**config.mk**
```make
export PLATFORM = sky130hd
export DESIGN_NAME = host_key_to_matrix_mapper_core_flat
export DESIGN_NICKNAME = d
export VERILOG_FILES = /design/src/design/hkm_pkg.sv /design/src/design/hkm_req_if.sv /design/src/design/hkm_rsp_if.sv /design/src/design/hkm_ram.sv /design/src/design/hkm_front.sv /design/src/design/hkm_queue.sv /design/src/design/hkm_back.sv /design/src/design/host_key_to_matrix_mapper_core.sv /design/src/flat_wrapper.sv
export SDC_FILE = /design/constraint.sdc
export NUM_CORES = 2
export LEC_CHECK = 0
export ABC_AREA = 1
export BUFFER_PORTS_ARGS = -buffer_cell sky130_fd_sc_hd__clkbuf_2
export CAP_MARGIN = 10
export CORE_MARGIN = 2
export CORE_UTILIZATION = 55
export DETAILED_ROUTE_END_ITERATION = 6
export GPL_ROUTABILITY_DRIVEN = 0
export PLACE_DENSITY = 0.71
export SYNTH_ARGS = -nofsm -noshare
export SYNTH_HDL_FRONTEND = slang
export SYNTH_SLANG_ARGS = --single-unit
```
**constraint.sdc**
```tcl
create_clock -name clock -period 7.3 [get_ports clock]
set_clock_uncertainty 0.05 [all_clocks]
set_input_delay 0.365 -clock clock [delete_from_list [all_inputs] [get_ports clock]]
set_output_delay 0.365 -clock clock [all_outputs]
set_load 0.02 [all_outputs]
```
**src/design/hkm_pkg.sv**
```systemverilog
// ============================================================================
// hkm_pkg: shared types and constants of the key to matrix mapper
// Command and register codes, keymap entry layout, the queued operation
// record and the joystick key set match helpers.
// ============================================================================
package hkm_pkg;

   // Default geometry, handed to the top level parameters
   localparam int KEY_CODES_DEF   = 128;
   localparam int MATRIX_ROWS_DEF = 8;
   localparam int MATRIX_COLS_DEF = 8;
   localparam int QUEUE_DEPTH_DEF = 2;

   // Field widths fixed by the interface
   localparam int CODE_W      = 7;
   localparam int POS_W       = 8;
   localparam int JOY_W       = 5;
   localparam int MATRIX_W    = 64;
   localparam int KEY_SET_W   = JOY_W * CODE_W;
   localparam int CSR_DATA_W  = KEY_SET_W;
   localparam int CSR_INDEX_W = 2;
   localparam int SOURCE_W    = 2;

   localparam logic [POS_W-1:0]     NO_POSITION      = 8'hff;
   localparam logic [CODE_W-1:0]    SHIFT_LEFT_CODE  = 7'd3;
   localparam logic [CODE_W-1:0]    SHIFT_RIGHT_CODE = 7'd6;
   localparam logic [KEY_SET_W-1:0] KEY_SET_ONE_RESET = 35'd16367937132;
   localparam logic [KEY_SET_W-1:0] KEY_SET_TWO_RESET = 35'd22420154691;

   typedef enum logic [1:0] {
      CMD_LOAD_ENTRY  = 2'd0,
      CMD_FRAME_START = 2'd1,
      CMD_KEY_DOWN    = 2'd2,
      CMD_FRAME_END   = 2'd3
   } command_type;

   typedef enum logic [CSR_INDEX_W-1:0] {
      CSR_KEYS_SET_ONE = 2'd0,
      CSR_KEYS_SET_TWO = 2'd1,
      CSR_PORT_ONE_SRC = 2'd2,
      CSR_PORT_TWO_SRC = 2'd3
   } csr_index_type;

   typedef enum logic [SOURCE_W-1:0] {
      SRC_NONE    = 2'd0,
      SRC_SET_ONE = 2'd1,
      SRC_SET_TWO = 2'd2
   } joy_source_type;

   // One keymap entry as held in the keymap memory
   typedef struct packed {
      logic [POS_W-1:0] normal_position;
      logic             normal_adds_shift;
      logic [POS_W-1:0] shifted_position;
      logic             shifted_keeps_shift;
   } map_entry_type;

   localparam map_entry_type MAP_ENTRY_RESET = '{
      normal_position:     NO_POSITION,
      normal_adds_shift:   1'b0,
      shifted_position:    NO_POSITION,
      shifted_keeps_shift: 1'b0
   };

   // Classified transaction passed from the front end to the back end
   typedef struct packed {
      command_type      command;
      logic             code_valid;
      logic             shift_code;
      logic             shift_slot;
      logic             newly_pressed;
      logic [JOY_W-1:0] joy_one;
      logic [JOY_W-1:0] joy_two;
      logic             caps_lock;
      map_entry_type    entry;
   } op_type;

   // Joystick bit of a code within a key set; the lowest slot wins
   function automatic logic [JOY_W-1:0] joy_match(input logic [KEY_SET_W-1:0] key_set,
                                                  input logic [CODE_W-1:0] code);
      logic [JOY_W-1:0] hit;
      hit = '0;
      for (int i = JOY_W - 1; i >= 0; i--) begin
         if (key_set[i*CODE_W +: CODE_W] == code) begin
            hit = JOY_W'(1) << i;
         end
      end
      return hit;
   endfunction

   function automatic logic [JOY_W-1:0] joy_for_port(input logic [SOURCE_W-1:0] source,
                                                     input logic [KEY_SET_W-1:0] set_one,
                                                     input logic [KEY_SET_W-1:0] set_two,
                                                     input logic [CODE_W-1:0] code);
      logic [JOY_W-1:0] bits;
      case (joy_source_type'(source))
         SRC_SET_ONE: begin
            bits = joy_match(set_one, code);
         end
         SRC_SET_TWO: begin
            bits = joy_match(set_two, code);
         end
         default: begin
            bits = '0;
         end
      endcase
      return bits;
   endfunction

endpackage

```
**src/design/hkm_req_if.sv**
```systemverilog
// ============================================================================
// hkm_req_if: request channel of the key to matrix mapper
// Valid/ready channel carrying one command with its key and keymap fields.
// ============================================================================
interface hkm_req_if;
   logic       valid;
   logic       ready;
   logic [1:0] command;
   logic [6:0] key_code;
   logic [7:0] normal_position;
   logic       normal_adds_shift;
   logic [7:0] shifted_position;
   logic       shifted_keeps_shift;
   logic       caps_lock;

   modport source (
      output valid, command, key_code, normal_position, normal_adds_shift,
             shifted_position, shifted_keeps_shift, caps_lock,
      input  ready
   );

   modport sink (
      input  valid, command, key_code, normal_position, normal_adds_shift,
             shifted_position, shifted_keeps_shift, caps_lock,
      output ready
   );
endinterface

```
**src/design/hkm_rsp_if.sv**
```systemverilog
// ============================================================================
// hkm_rsp_if: response channel of the key to matrix mapper
// Valid/ready channel carrying one result per command.
// ============================================================================
interface hkm_rsp_if;
   logic        valid;
   logic        ready;
   logic        newly_pressed;
   logic        frame_valid;
   logic [63:0] key_matrix;
   logic [4:0]  joystick_one;
   logic [4:0]  joystick_two;

   modport source (
      output valid, newly_pressed, frame_valid, key_matrix, joystick_one, joystick_two,
      input  ready
   );

   modport sink (
      input  valid, newly_pressed, frame_valid, key_matrix, joystick_one, joystick_two,
      output ready
   );
endinterface

```
**src/design/hkm_ram.sv**
```systemverilog
// ============================================================================
// hkm_ram: generic single write port RAM
// One write and one registered read per clock.
// ============================================================================
module hkm_ram #(
   parameter  int WIDTH  = 8,
   parameter  int DEPTH  = 16,
   localparam int ADDR_W = $clog2(DEPTH)
) (
   input  logic              clock,
   input  logic              wr_en,
   input  logic [ADDR_W-1:0] wr_addr,
   input  logic [WIDTH-1:0]  wr_data,
   input  logic              rd_en,
   input  logic [ADDR_W-1:0] rd_addr,
   output logic [WIDTH-1:0]  rd_data
);

   logic [WIDTH-1:0] mem_ff [DEPTH];
   logic [WIDTH-1:0] rd_data_ff;

   // Write port
   always_ff @(posedge clock) begin
      if (wr_en) begin
         mem_ff[wr_addr] <= wr_data;
      end
   end

   // Registered read, held while not enabled
   always_ff @(posedge clock) begin
      if (rd_en) begin
         rd_data_ff <= mem_ff[rd_addr];
      end
   end

   assign rd_data = rd_data_ff;

endmodule

```
**src/design/hkm_front.sv**
```systemverilog
// ============================================================================
// hkm_front: accept and classify stage
// Holds the configuration, the keymap memory with its written bits and the
// per-frame key history; reads the keymap and forwards a classified
// operation into the queue.
// ============================================================================
module hkm_front import hkm_pkg::*; #(
   parameter int KEY_CODES = KEY_CODES_DEF
) (
   input  logic                   clock,
   input  logic                   reset,
   hkm_req_if.sink                req,
   input  logic                   csr_write_enable,
   input  logic [CSR_INDEX_W-1:0] csr_index,
   input  logic [CSR_DATA_W-1:0]  csr_write_data,
   output logic                   push_valid,
   input  logic                   push_ready,
   output op_type                 push_op
);

   localparam int IDX_W = $clog2(KEY_CODES);
   localparam logic [CODE_W+1:0] KEY_LIMIT = (CODE_W+2)'(KEY_CODES);

   logic [KEY_SET_W-1:0] key_set_one_ff, key_set_two_ff;
   logic [SOURCE_W-1:0]  port_one_src_ff, port_two_src_ff;

   logic [KEY_CODES-1:0] written_ff, written_in;
   logic [KEY_CODES-1:0] keys_this_ff, keys_this_in;
   logic [KEY_CODES-1:0] keys_last_ff, keys_last_in;

   logic                    f1_valid_ff, f1_valid_in;
   op_type                  f1_op_ff, f1_op_in;
   logic                    f1_from_ram_ff;
   logic                    f1_written_ff;

   command_type             cmd;
   logic                    advance;
   logic                    accept;
   logic                    code_valid;
   logic [CODE_W+IDX_W-1:0] code_ext;
   logic [IDX_W-1:0]        idx;
   map_entry_type           load_entry;
   logic [$bits(map_entry_type)-1:0] ram_rd_data;

   // Configuration registers
   always_ff @(posedge clock) begin
      if (reset) begin
         key_set_one_ff  <= KEY_SET_ONE_RESET;
         key_set_two_ff  <= KEY_SET_TWO_RESET;
         port_one_src_ff <= SRC_NONE;
         port_two_src_ff <= SRC_NONE;
      end else if (csr_write_enable) begin
         case (csr_index_type'(csr_index))
            CSR_KEYS_SET_ONE: begin
               key_set_one_ff <= csr_write_data;
            end
            CSR_KEYS_SET_TWO: begin
               key_set_two_ff <= csr_write_data;
            end
            CSR_PORT_ONE_SRC: begin
               port_one_src_ff <= csr_write_data[SOURCE_W-1:0];
            end
            CSR_PORT_TWO_SRC: begin
               port_two_src_ff <= csr_write_data[SOURCE_W-1:0];
            end
            default: begin
            end
         endcase
      end
   end

   // Decode the incoming transaction
   assign cmd        = command_type'(req.command);
   assign advance    = !f1_valid_ff || push_ready;
   assign req.ready  = advance;
   assign accept     = req.valid && advance;
   assign code_ext   = {{IDX_W{1'b0}}, req.key_code};
   assign idx        = code_ext[IDX_W-1:0];
   assign code_valid = {2'b00, req.key_code} < KEY_LIMIT;

   assign load_entry = '{
      normal_position:     req.normal_position,
      normal_adds_shift:   req.normal_adds_shift,
      shifted_position:    req.shifted_position,
      shifted_keeps_shift: req.shifted_keeps_shift
   };

   // Keymap memory: written on load entry, read on key down
   hkm_ram #(
      .WIDTH ($bits(map_entry_type)),
      .DEPTH (KEY_CODES)
   ) u_keymap_ram (
      .clock   (clock),
      .wr_en   (accept && cmd == CMD_LOAD_ENTRY && code_valid),
      .wr_addr (idx),
      .wr_data (load_entry),
      .rd_en   (accept && cmd == CMD_KEY_DOWN),
      .rd_addr (idx),
      .rd_data (ram_rd_data)
   );

   // Classify and track written entries and key history
   always_comb begin
      f1_op_in.command       = cmd;
      f1_op_in.code_valid    = code_valid;
      f1_op_in.shift_code    = (req.key_code == SHIFT_LEFT_CODE) ||
                               (req.key_code == SHIFT_RIGHT_CODE);
      f1_op_in.shift_slot    = req.key_code == SHIFT_LEFT_CODE;
      f1_op_in.newly_pressed = (cmd == CMD_KEY_DOWN) && code_valid && !keys_last_ff[idx];
      f1_op_in.joy_one       = joy_for_port(port_one_src_ff, key_set_one_ff,
                                            key_set_two_ff, req.key_code);
      f1_op_in.joy_two       = joy_for_port(port_two_src_ff, key_set_one_ff,
                                            key_set_two_ff, req.key_code);
      f1_op_in.caps_lock     = req.caps_lock;
      f1_op_in.entry         = load_entry;

      f1_valid_in  = advance ? req.valid : f1_valid_ff;
      written_in   = written_ff;
      keys_this_in = keys_this_ff;
      keys_last_in = keys_last_ff;

      if (accept) begin
         case (cmd)
            CMD_LOAD_ENTRY: begin
               if (code_valid) begin
                  written_in[idx] = 1'b1;
               end
            end
            CMD_FRAME_START: begin
               keys_this_in = '0;
            end
            CMD_KEY_DOWN: begin
               if (code_valid) begin
                  keys_this_in[idx] = 1'b1;
               end
            end
            CMD_FRAME_END: begin
               keys_last_in = keys_this_ff;
            end
            default: begin
            end
         endcase
      end
   end

   // Control state
   always_ff @(posedge clock) begin
      if (reset) begin
         f1_valid_ff  <= 1'b0;
         written_ff   <= '0;
         keys_this_ff <= '0;
         keys_last_ff <= '0;
      end else begin
         f1_valid_ff  <= f1_valid_in;
         written_ff   <= written_in;
         keys_this_ff <= keys_this_in;
         keys_last_ff <= keys_last_in;
      end
   end

   // Stage payload, loaded on accept
   always_ff @(posedge clock) begin
      if (accept) begin
         f1_op_ff       <= f1_op_in;
         f1_from_ram_ff <= cmd == CMD_KEY_DOWN;
         f1_written_ff  <= code_valid && written_ff[idx];
      end
   end

   // Merge the keymap read into the queued operation
   always_comb begin
      push_op = f1_op_ff;
      if (f1_from_ram_ff) begin
         push_op.entry = f1_written_ff ? map_entry_type'(ram_rd_data) : MAP_ENTRY_RESET;
      end
   end

   assign push_valid = f1_valid_ff;

endmodule

```
**src/design/hkm_queue.sv**
```systemverilog
// ============================================================================
// hkm_queue: short operation queue
// Decouples the classify stage from the matrix update stage.
// ============================================================================
module hkm_queue import hkm_pkg::*; #(
   parameter int DEPTH = QUEUE_DEPTH_DEF
) (
   input  logic   clock,
   input  logic   reset,
   input  logic   push_valid,
   output logic   push_ready,
   input  op_type push_op,
   output logic   pop_valid,
   input  logic   pop_ready,
   output op_type pop_op
);

   localparam int PTR_W = $clog2(DEPTH);
   localparam int CNT_W = $clog2(DEPTH + 1);

   op_type           slot_ff [DEPTH];
   logic [PTR_W-1:0] wr_ptr_ff, wr_ptr_in;
   logic [PTR_W-1:0] rd_ptr_ff, rd_ptr_in;
   logic [CNT_W-1:0] count_ff, count_in;
   logic             do_push, do_pop;

   assign push_ready = count_ff != CNT_W'(DEPTH);
   assign pop_valid  = count_ff != '0;
   assign pop_op     = slot_ff[rd_ptr_ff];
   assign do_push    = push_valid && push_ready;
   assign do_pop     = pop_valid && pop_ready;

   // Advance pointers and occupancy
   always_comb begin
      wr_ptr_in = wr_ptr_ff;
      rd_ptr_in = rd_ptr_ff;
      count_in  = count_ff;
      if (do_push) begin
         wr_ptr_in = (wr_ptr_ff == PTR_W'(DEPTH - 1)) ? '0 : wr_ptr_ff + 1'b1;
      end
      if (do_pop) begin
         rd_ptr_in = (rd_ptr_ff == PTR_W'(DEPTH - 1)) ? '0 : rd_ptr_ff + 1'b1;
      end
      if (do_push && !do_pop) begin
         count_in = count_ff + 1'b1;
      end else if (do_pop && !do_push) begin
         count_in = count_ff - 1'b1;
      end
   end

   always_ff @(posedge clock) begin
      if (reset) begin
         wr_ptr_ff <= '0;
         rd_ptr_ff <= '0;
         count_ff  <= '0;
      end else begin
         wr_ptr_ff <= wr_ptr_in;
         rd_ptr_ff <= rd_ptr_in;
         count_ff  <= count_in;
      end
   end

   // Store the pushed operation
   always_ff @(posedge clock) begin
      if (do_push) begin
         slot_ff[wr_ptr_ff] <= push_op;
      end
   end

endmodule

```
**src/design/hkm_back.sv**
```systemverilog
// ============================================================================
// hkm_back: matrix update stage
// Applies queued operations to the emulated matrix, joystick words and
// shift state, and drives the result register.
// ============================================================================
module hkm_back import hkm_pkg::*; #(
   parameter int MATRIX_ROWS = MATRIX_ROWS_DEF,
   parameter int MATRIX_COLS = MATRIX_COLS_DEF
) (
   input  logic      clock,
   input  logic      reset,
   input  logic      pop_valid,
   output logic      pop_ready,
   input  op_type    pop_op,
   hkm_rsp_if.source rsp
);

   localparam logic [4:0] ROWS_LIM = 5'(MATRIX_ROWS);
   localparam logic [4:0] COLS_LIM = 5'(MATRIX_COLS);
   localparam logic [7:0] COLS_MUL = 8'(MATRIX_COLS);

   logic [MATRIX_W-1:0] matrix_ff, matrix_in;
   logic [MATRIX_W-1:0] shift_mask_ff, shift_mask_in;
   logic [JOY_W-1:0]    joy_one_ff, joy_one_in;
   logic [JOY_W-1:0]    joy_two_ff, joy_two_in;
   logic                shift_held_ff, shift_held_in;

   logic                rsp_valid_ff, rsp_valid_in;
   logic                rsp_newly_ff, rsp_newly_in;
   logic                rsp_frame_ff, rsp_frame_in;
   logic [MATRIX_W-1:0] rsp_matrix_ff, rsp_matrix_in;
   logic [JOY_W-1:0]    rsp_joy_one_ff, rsp_joy_one_in;
   logic [JOY_W-1:0]    rsp_joy_two_ff, rsp_joy_two_in;

   logic                fire;
   logic                held;
   map_entry_type       entry;

   // Matrix bit of a packed row/column position, zero when out of bounds
   function automatic logic [MATRIX_W-1:0] position_mask(input logic [POS_W-1:0] pos);
      logic [3:0]          row;
      logic [3:0]          col;
      logic [7:0]          bit_idx;
      logic [MATRIX_W-1:0] mask;
      row     = pos[7:4];
      col     = pos[3:0];
      bit_idx = {4'b0000, row} * COLS_MUL + {4'b0000, col};
      mask    = '0;
      if ({1'b0, row} < ROWS_LIM && {1'b0, col} < COLS_LIM && bit_idx[7:6] == 2'b00) begin
         mask = MATRIX_W'(1) << bit_idx[5:0];
      end
      return mask;
   endfunction

   assign pop_ready = !rsp_valid_ff || rsp.ready;
   assign fire      = pop_valid && pop_ready;
   assign entry     = pop_op.entry;
   assign held      = shift_held_ff || pop_op.shift_code;

   // Apply the operation and form the result
   always_comb begin
      matrix_in      = matrix_ff;
      shift_mask_in  = shift_mask_ff;
      joy_one_in     = joy_one_ff;
      joy_two_in     = joy_two_ff;
      shift_held_in  = shift_held_ff;
      rsp_newly_in   = 1'b0;
      rsp_frame_in   = 1'b0;
      rsp_matrix_in  = '0;
      rsp_joy_one_in = '0;
      rsp_joy_two_in = '0;
      rsp_valid_in   = fire ? 1'b1 : (rsp.ready ? 1'b0 : rsp_valid_ff);

      if (fire) begin
         case (pop_op.command)
            CMD_LOAD_ENTRY: begin
               // Track the emulated shift key position
               if (pop_op.code_valid && pop_op.shift_slot) begin
                  shift_mask_in = position_mask(entry.normal_position);
               end
            end
            CMD_FRAME_START: begin
               matrix_in     = pop_op.caps_lock ? shift_mask_ff : '0;
               joy_one_in    = '0;
               joy_two_in    = '0;
               shift_held_in = pop_op.caps_lock;
            end
            CMD_KEY_DOWN: begin
               shift_held_in = held;
               joy_one_in    = joy_one_ff | pop_op.joy_one;
               joy_two_in    = joy_two_ff | pop_op.joy_two;
               rsp_newly_in  = pop_op.newly_pressed;
               if (pop_op.code_valid && pop_op.joy_one == '0 && pop_op.joy_two == '0) begin
                  if (!held || entry.shifted_position == NO_POSITION) begin
                     if (entry.normal_position != NO_POSITION) begin
                        matrix_in = matrix_ff | position_mask(entry.normal_position);
                        if (held || entry.normal_adds_shift) begin
                           matrix_in = matrix_in | shift_mask_ff;
                        end
                     end
                  end else begin
                     matrix_in = matrix_ff | position_mask(entry.shifted_position);
                     if (!entry.shifted_keeps_shift) begin
                        matrix_in = matrix_in & ~shift_mask_ff;
                     end
                  end
               end
            end
            CMD_FRAME_END: begin
               rsp_frame_in   = 1'b1;
               rsp_matrix_in  = matrix_ff;
               rsp_joy_one_in = joy_one_ff;
               rsp_joy_two_in = joy_two_ff;
            end
            default: begin
            end
         endcase
      end
   end

   // Control and emulated state
   always_ff @(posedge clock) begin
      if (reset) begin
         matrix_ff     <= '0;
         shift_mask_ff <= '0;
         joy_one_ff    <= '0;
         joy_two_ff    <= '0;
         shift_held_ff <= 1'b0;
         rsp_valid_ff  <= 1'b0;
      end else begin
         matrix_ff     <= matrix_in;
         shift_mask_ff <= shift_mask_in;
         joy_one_ff    <= joy_one_in;
         joy_two_ff    <= joy_two_in;
         shift_held_ff <= shift_held_in;
         rsp_valid_ff  <= rsp_valid_in;
      end
   end

   // Result payload, loaded when an operation completes
   always_ff @(posedge clock) begin
      if (fire) begin
         rsp_newly_ff   <= rsp_newly_in;
         rsp_frame_ff   <= rsp_frame_in;
         rsp_matrix_ff  <= rsp_matrix_in;
         rsp_joy_one_ff <= rsp_joy_one_in;
         rsp_joy_two_ff <= rsp_joy_two_in;
      end
   end

   assign rsp.valid         = rsp_valid_ff;
   assign rsp.newly_pressed = rsp_newly_ff;
   assign rsp.frame_valid   = rsp_frame_ff;
   assign rsp.key_matrix    = rsp_matrix_ff;
   assign rsp.joystick_one  = rsp_joy_one_ff;
   assign rsp.joystick_two  = rsp_joy_two_ff;

endmodule

```
**src/design/host_key_to_matrix_mapper_core.sv**
```systemverilog
// ============================================================================
// host_key_to_matrix_mapper_core: host key to emulated keyboard matrix mapper
// Top level: classify stage, operation queue and matrix update stage.
// ============================================================================
// Takes one command transaction per clock when not stalled and returns exactly
// one response transaction per command, in order. A response is registered in
// the classify stage, the operation queue and the result register after its
// command is accepted; the rate of one command per cycle is set by the single
// keymap memory port read in the classify stage and the matrix update in the
// back stage. The keymap memory needs no clearing pass: a written bit per key
// code makes unwritten entries read as unmapped. Write the configuration
// registers only while no command is in flight. Frame end responses carry the
// matrix and joystick words; key down responses carry the newly pressed flag.
module host_key_to_matrix_mapper_core import hkm_pkg::*; #(
   parameter int KEY_CODES   = KEY_CODES_DEF,
   parameter int MATRIX_ROWS = MATRIX_ROWS_DEF,
   parameter int MATRIX_COLS = MATRIX_COLS_DEF,
   parameter int QUEUE_DEPTH = QUEUE_DEPTH_DEF
) (
   input  logic                   clock,
   input  logic                   reset,
   hkm_req_if.sink                req_ch,
   hkm_rsp_if.source              rsp_ch,
   input  logic                   csr_write_enable,
   input  logic [CSR_INDEX_W-1:0] csr_index,
   input  logic [CSR_DATA_W-1:0]  csr_write_data
);

   logic   push_valid, push_ready;
   op_type push_op;
   logic   pop_valid, pop_ready;
   op_type pop_op;

   // Accept and classify
   hkm_front #(
      .KEY_CODES (KEY_CODES)
   ) u_front (
      .clock            (clock),
      .reset            (reset),
      .req              (req_ch),
      .csr_write_enable (csr_write_enable),
      .csr_index        (csr_index),
      .csr_write_data   (csr_write_data),
      .push_valid       (push_valid),
      .push_ready       (push_ready),
      .push_op          (push_op)
   );

   // Decouple the two halves
   hkm_queue #(
      .DEPTH (QUEUE_DEPTH)
   ) u_queue (
      .clock      (clock),
      .reset      (reset),
      .push_valid (push_valid),
      .push_ready (push_ready),
      .push_op    (push_op),
      .pop_valid  (pop_valid),
      .pop_ready  (pop_ready),
      .pop_op     (pop_op)
   );

   // Update matrix and respond
   hkm_back #(
      .MATRIX_ROWS (MATRIX_ROWS),
      .MATRIX_COLS (MATRIX_COLS)
   ) u_back (
      .clock     (clock),
      .reset     (reset),
      .pop_valid (pop_valid),
      .pop_ready (pop_ready),
      .pop_op    (pop_op),
      .rsp       (rsp_ch)
   );

endmodule

```
**src/flat_wrapper.sv**
```systemverilog
// flat-port wrapper written by rule: the top's interface ports become plain ports
module host_key_to_matrix_mapper_core_flat import hkm_pkg::*;
#(
   parameter int KEY_CODES   = KEY_CODES_DEF,
   parameter int MATRIX_ROWS = MATRIX_ROWS_DEF,
   parameter int MATRIX_COLS = MATRIX_COLS_DEF,
   parameter int QUEUE_DEPTH = QUEUE_DEPTH_DEF
)
  (clock, reset, csr_write_enable, csr_index, csr_write_data, req_ch_valid, req_ch_command, req_ch_key_code, req_ch_normal_position, req_ch_normal_adds_shift, req_ch_shifted_position, req_ch_shifted_keeps_shift, req_ch_caps_lock, req_ch_ready, rsp_ch_valid, rsp_ch_newly_pressed, rsp_ch_frame_valid, rsp_ch_key_matrix, rsp_ch_joystick_one, rsp_ch_joystick_two, rsp_ch_ready);
  hkm_req_if req_ch_i ();
  hkm_rsp_if rsp_ch_i ();
  input  logic clock;
  input  logic reset;
  input  logic csr_write_enable;
  input  logic [CSR_INDEX_W-1:0] csr_index;
  input  logic [CSR_DATA_W-1:0] csr_write_data;
  input wire logic [$bits(req_ch_i.valid)-1:0] req_ch_valid;
  input wire logic [$bits(req_ch_i.command)-1:0] req_ch_command;
  input wire logic [$bits(req_ch_i.key_code)-1:0] req_ch_key_code;
  input wire logic [$bits(req_ch_i.normal_position)-1:0] req_ch_normal_position;
  input wire logic [$bits(req_ch_i.normal_adds_shift)-1:0] req_ch_normal_adds_shift;
  input wire logic [$bits(req_ch_i.shifted_position)-1:0] req_ch_shifted_position;
  input wire logic [$bits(req_ch_i.shifted_keeps_shift)-1:0] req_ch_shifted_keeps_shift;
  input wire logic [$bits(req_ch_i.caps_lock)-1:0] req_ch_caps_lock;
  output wire logic [$bits(req_ch_i.ready)-1:0] req_ch_ready;
  output wire logic [$bits(rsp_ch_i.valid)-1:0] rsp_ch_valid;
  output wire logic [$bits(rsp_ch_i.newly_pressed)-1:0] rsp_ch_newly_pressed;
  output wire logic [$bits(rsp_ch_i.frame_valid)-1:0] rsp_ch_frame_valid;
  output wire logic [$bits(rsp_ch_i.key_matrix)-1:0] rsp_ch_key_matrix;
  output wire logic [$bits(rsp_ch_i.joystick_one)-1:0] rsp_ch_joystick_one;
  output wire logic [$bits(rsp_ch_i.joystick_two)-1:0] rsp_ch_joystick_two;
  input wire logic [$bits(rsp_ch_i.ready)-1:0] rsp_ch_ready;
  assign req_ch_i.valid = req_ch_valid;
  assign req_ch_i.command = req_ch_command;
  assign req_ch_i.key_code = req_ch_key_code;
  assign req_ch_i.normal_position = req_ch_normal_position;
  assign req_ch_i.normal_adds_shift = req_ch_normal_adds_shift;
  assign req_ch_i.shifted_position = req_ch_shifted_position;
  assign req_ch_i.shifted_keeps_shift = req_ch_shifted_keeps_shift;
  assign req_ch_i.caps_lock = req_ch_caps_lock;
  assign req_ch_ready = req_ch_i.ready;
  assign rsp_ch_valid = rsp_ch_i.valid;
  assign rsp_ch_newly_pressed = rsp_ch_i.newly_pressed;
  assign rsp_ch_frame_valid = rsp_ch_i.frame_valid;
  assign rsp_ch_key_matrix = rsp_ch_i.key_matrix;
  assign rsp_ch_joystick_one = rsp_ch_i.joystick_one;
  assign rsp_ch_joystick_two = rsp_ch_i.joystick_two;
  assign rsp_ch_i.ready = rsp_ch_ready;
  host_key_to_matrix_mapper_core #(.KEY_CODES(KEY_CODES), .MATRIX_ROWS(MATRIX_ROWS), .MATRIX_COLS(MATRIX_COLS), .QUEUE_DEPTH(QUEUE_DEPTH)) u_core (.clock(clock), .reset(reset), .req_ch(req_ch_i), .rsp_ch(rsp_ch_i), .csr_write_enable(csr_write_enable), .csr_index(csr_index), .csr_write_data(csr_write_data));
endmodule
```
==> summary.md <==
| Metric | Value |
|---|---|
| Wire length per cell after detailed routing | `roughly 25 um` |
| Post-layout total power | `between 40 and 50 mW` |
| Number of vias per cell | `6.08` |
| P_sw | `around 11 mW` |
| Area share of the leading cell type in the synthesized netlist | `0.594` |
| Worst flop-to-flop path endpoint | `u_core.u_back.matrix_ff[48]` |
| Global-route wire length before repair | `~570,000 um` |
| Transition time at the pin with the least slew margin | `1.34 ns` |
| Initial Util | `0.552` |
| List of cells traversed by the critical path | `buf_4 -> inv_4 -> or2_2 -> o21ai_0 -> inv_1 -> ha_1 -> inv_2 -> buf_4 -> nand2_1 -> nand2_4 -> buf_4 -> nand3_2 -> nor2_1 -> nor2_1` |
| Register bit total from synthesis | `slightly above 3,000` |
| Dominant cells by area after synthesis | `edfxtp_1, nand2_1, dfxtp_1, nor2_1, a21oi_1` |
| Final worst-path setup slack | `between 2 and 3 ns` |
| Place WS | `about 2.8 ns` |
| Detailed Route WL | `between 300,000 and 400,000 um` |
| Switching power share of the total | `0.272` |
| Critical Path Stages | `14` |
| Number of endpoints failing setup at the final stage | `0` |
| GR met3 Demand/Resource | `0.0611` |
| Area enclosed by the die boundary | `roughly 230,000 um2` |
| Number of buffers created by CTS | `about 330` |
| Number of antenna violations at the first check in global routing | `12` |
| Placed wire-length estimate | `between 200,000 and 250,000 um` |
| DRC violations left | `0` |
| Number of distinct standard cells referenced by the synthesized netlist | `49` |
| CTS tree | `built` |
| Largest buffer count on any clock path | `4` |
| Remaining max-slew budget at the tightest pin | `0.102` |
| Total number of H-tree levels | `5` |
| Num ports | `around 150` |
| Worst reg2reg setup slack | `2.70 ns` |
| Root buffer selected by CTS | `clkbuf_16` |
| TritonCTS Sinks | `slightly above 3,000` |
| Async set-or-reset flop fraction in the synthesized netlist | `0` |
| Number of gates resized after cts | `0` |
| Area added between synthesis and finish | `12.1%` |
| Part of the total power dissipated in combinational logic | `0.137` |
| Critical path class | `reg2reg` |
| Vias in the first global route | `90,900` |
| GRT Util Overall | `0.320` |
| Number of fill cells in the layout | `17,700` |
| Fraction of layout instances using a drive strength above 1 | `0.0902` |
| Worst Setup Start Kind | `register` |
| Largest delay share family, worst path | `buffers and inverters` |
| Status | `finished, final reports clean` |
| Max-slew violation count | `0` |
| Worst hold path cell count | `1` |
| Depth of the worst register-to-register path | `14` |
| Pwr dens | `between 200 and 300 nW/um2` |
| Cell type with the largest total area after synthesis | `edfxtp_1` |
| Syn Std Cell Area | `between 100,000 and 150,000 um2` |
| Leakage power figure | `51.5 nW` |
| RSZ-0062 raised after global routing | `false` |
| Post-synth EDFFs | `between 2,000 and 3,000` |
| IR drop worst, VDD | `approximately 0.00032 V` |
| Clock period minus worst slack | `about 4.6 ns` |
| Maximum single-stage delay on the critical path | `0.72 ns` |
| Final period util | `0.630` |
| Crit end category | `register` |
| Busiest layer in global routing | `met2` |
| Number of optimization iterations in the first detailed-route pass | `7` |
| Most common flop cell mapped by yosys | `edfxtp_1` |
| Final total negative setup slack | `0 ns` |
| Arrival time at the worst endpoint | `about 5.4 ns` |
| Register Area | `~87,000 um2` |
| Footprint of the multi-input gates | `between 30,000 and 40,000 um2` |
| Number of max-cap violations | `0` |
| Met1 usage in global routing | `0.427` |
| Net count reported at finish | `about 12,000` |
| Standard-cell row count | `about 180` |
| Number of violations reported at the end of detailed-routing iteration 0 | `roughly 13,000` |
| Cell with the biggest individual delay on the critical path | `buf_4` |
| Cell-internal power | `between 30 and 40 mW` |
| Hold/Removal Path Class | `in2reg` |
| Global routing met2 resource utilization | `0.504` |
| DR vias | `between 90,000 and 100k` |
| Core Footprint | `roughly 230,000 um2` |
| Clock share of power | `0.385` |
| Post-CTS setup buffer count | `0` |
| Top achievable clock speed | `between 200 and 250 MHz` |
| Sequential fraction of design power | `0.478` |
| Synth warnings | `0` |
| Required time at the endpoint of the critical path | `8.07 ns` |
| Register area share after synthesis | `0.689` |
| Maximum fanout count along the critical path | `66` |
| Worst hold slack after final layout | `roughly 0.046 ns` |
| Termination of the worst setup path | `u_core.u_back.matrix_ff[48]` |
| Cells after synthesis | `~12,000` |
| Clock latency of the later-clocked register in the worst-skew pair | `approximately 0.95 ns` |
| Die width | `about 480 um` |
| Clock slew seen by the registers of the worst setup and hold paths | `~0.06 ns` |
| Critical path buffer and inverter count | `6` |
| Die boundary height | `between 400 and 500 um` |
| Maximum number of pins on one net before global-route repair | `between 150 and 200` |
| Grt total ovfl | `0` |
| Total nets after synthesis | `12,100` |
| Most used cell along the critical path | `buf_4` |
| Number of nets with antenna violations after detailed routing | `0` |
| Count of final hold-check violations | `0` |
| Synthesized area divided by synthesized cell count | `between 10 and 15 um2` |
| Count of hold-fix buffers inserted at cts | `65` |
| Count of port buffers added during placement | `about 150` |
-- final cells by class --
cell class | count | area share
Antenna cell | 2 | 0.0000353
Timing Repair Buffer | 470 | 0.0260
Tap cell | 3026 | 0.0267
Inverter | 424 | 0.0115
Clock buffer | 455 | 0.0648
Clock inverter | 124 | 0.00804
Sequential cell | 3106 | 0.615
Multi-Input combinational cell | 7782 | 0.248
-- power by group through the flow --
stage | Sequential (mW) | Combinational, mW | Clock (mW)
6_report | 20.1 | 5.78 | 16.2
2_1_floorplan | 20.7 | 3.55 | 0
5_1_grt | 20.2 | 6.22 | 17.0
4_1_cts | 20.1 | 5.65 | 16.3
3_3_place_gp | 20.5 | 5.47 | 0
3_5_place_dp | 20.5 | 5.59 | 0
-- synthesized netlist by cell type (all sizes together), types with 43 or more instances --
cell,n
a21oi,809
a22oi,85
a31oi,125
buf,360
clkbuf,373
dfxtp,604
edfxtp,2502
inv,418
nand2,3637
nand3,491
nor2,1409
nor3,129
o211ai,146
o21ai,756
xnor2,43
-- registers in the layout, summed over array words and instances (netlist names), 16 cells and up, named ones only --
register / flops
u_core.u_front.push_op: 16
u_core.u_front.written_ff: 128
u_core.u_front.key_set_one_ff: 35
u_core.u_back.shift_mask_ff: 64
u_core.u_front.f1_op_ff: 18
u_core.u_front.u_keymap_ram.mem_ff: 2304
u_core.u_front.keys_this_ff: 128
u_core.u_queue.slot_ff: 68
u_core.u_front.keys_last_ff: 128
u_core.u_front.u_keymap_ram.rd_data: 18
u_core.u_back.rsp.key_matrix: 64
u_core.u_back.matrix_ff: 64
u_core.u_front.key_set_two_ff: 35
-- routing by layer --
metal  routed length, um  share of wire
met4               20300          0.053
met1              141000           0.37
met2              176000           0.46
met5                  46        0.00012
met3               45100           0.12
-- cell usage in the layout, fill, tap and decap left out, types with 124 or more instances in the layout --
cell type,Yosys,final
nor3_2,1,124
clkbuf_16,0,338
buf_4,11,256
o21ai_0,750,749
nor2_1,1386,1377
inv_1,407,401
nand3_1,430,430
a31oi_1,125,125
edfxtp_1,2502,2502
nand2_1,3633,3625
a21oi_1,807,806
dfxtp_1,604,604
o211ai_1,146,146
-- how the worst min path moves through the flow --
stage	from	endpoint
after detailed placement	u_core.u_front.push_op[26]	u_core.u_queue.slot_ff[0][26]
after CTS	req_ch_normal_position[6]	u_core.u_front.u_keymap_ram.mem_ff[50][16]
after global placement	u_core.u_front.push_op[26]	u_core.u_queue.slot_ff[1][26]
after floorplan	u_core.u_front.push_op[18]	u_core.u_queue.slot_ff[0][18]
final	req_ch_normal_position[6]	u_core.u_front.u_keymap_ram.mem_ff[50][16]
after global routing	req_ch_normal_position[6]	u_core.u_front.u_keymap_ram.mem_ff[50][16]
-- per-stage QoR --
stage / instances / area [um2] / utilization
after CTS: 15400 / 142000 / 0.618
after global placement: 14700 / 131000 / 0.570
after detailed placement: 14700 / 131000 / 0.570
after floorplan: 12000 / 127000 / -
after global routing: 15400 / 142000 / 0.618
final: 15400 / 142000 / 0.618
-- worst reg2reg max path, stage by stage, from the launching register on --
cell	delay, ns
dfxtp_1	0.31
buf_4	0.38
inv_4	0.26
or2_2	0.33
o21ai_0	0.16
inv_1	0.12
ha_1	0.33
inv_2	0.07
buf_4	0.66
nand2_1	0.21
nand2_4	0.41
buf_4	0.73
nand3_2	0.20
nor2_1	0.21
nor2_1	0.06
-- cells by family (layout without fill, tap and decap cells) --
family | count (synthesis) | count (layout) | share of synthesized area
AO/OA/AOI/OAI | 1979 | 1979 | 0.0855
XOR/XNOR | 73 | 73 | 0.00505
adder cells (fa/ha/maj) | 18 | 18 | 0.00178
buffers and inverters | 1157 | 1473 | 0.0390
flip-flops | 3106 | 3106 | 0.689
other | 0 | 2 | 0
AND/OR/NAND/NOR | 5712 | 5712 | 0.180
No activity file was read; power rests on OpenSTA's default activity.
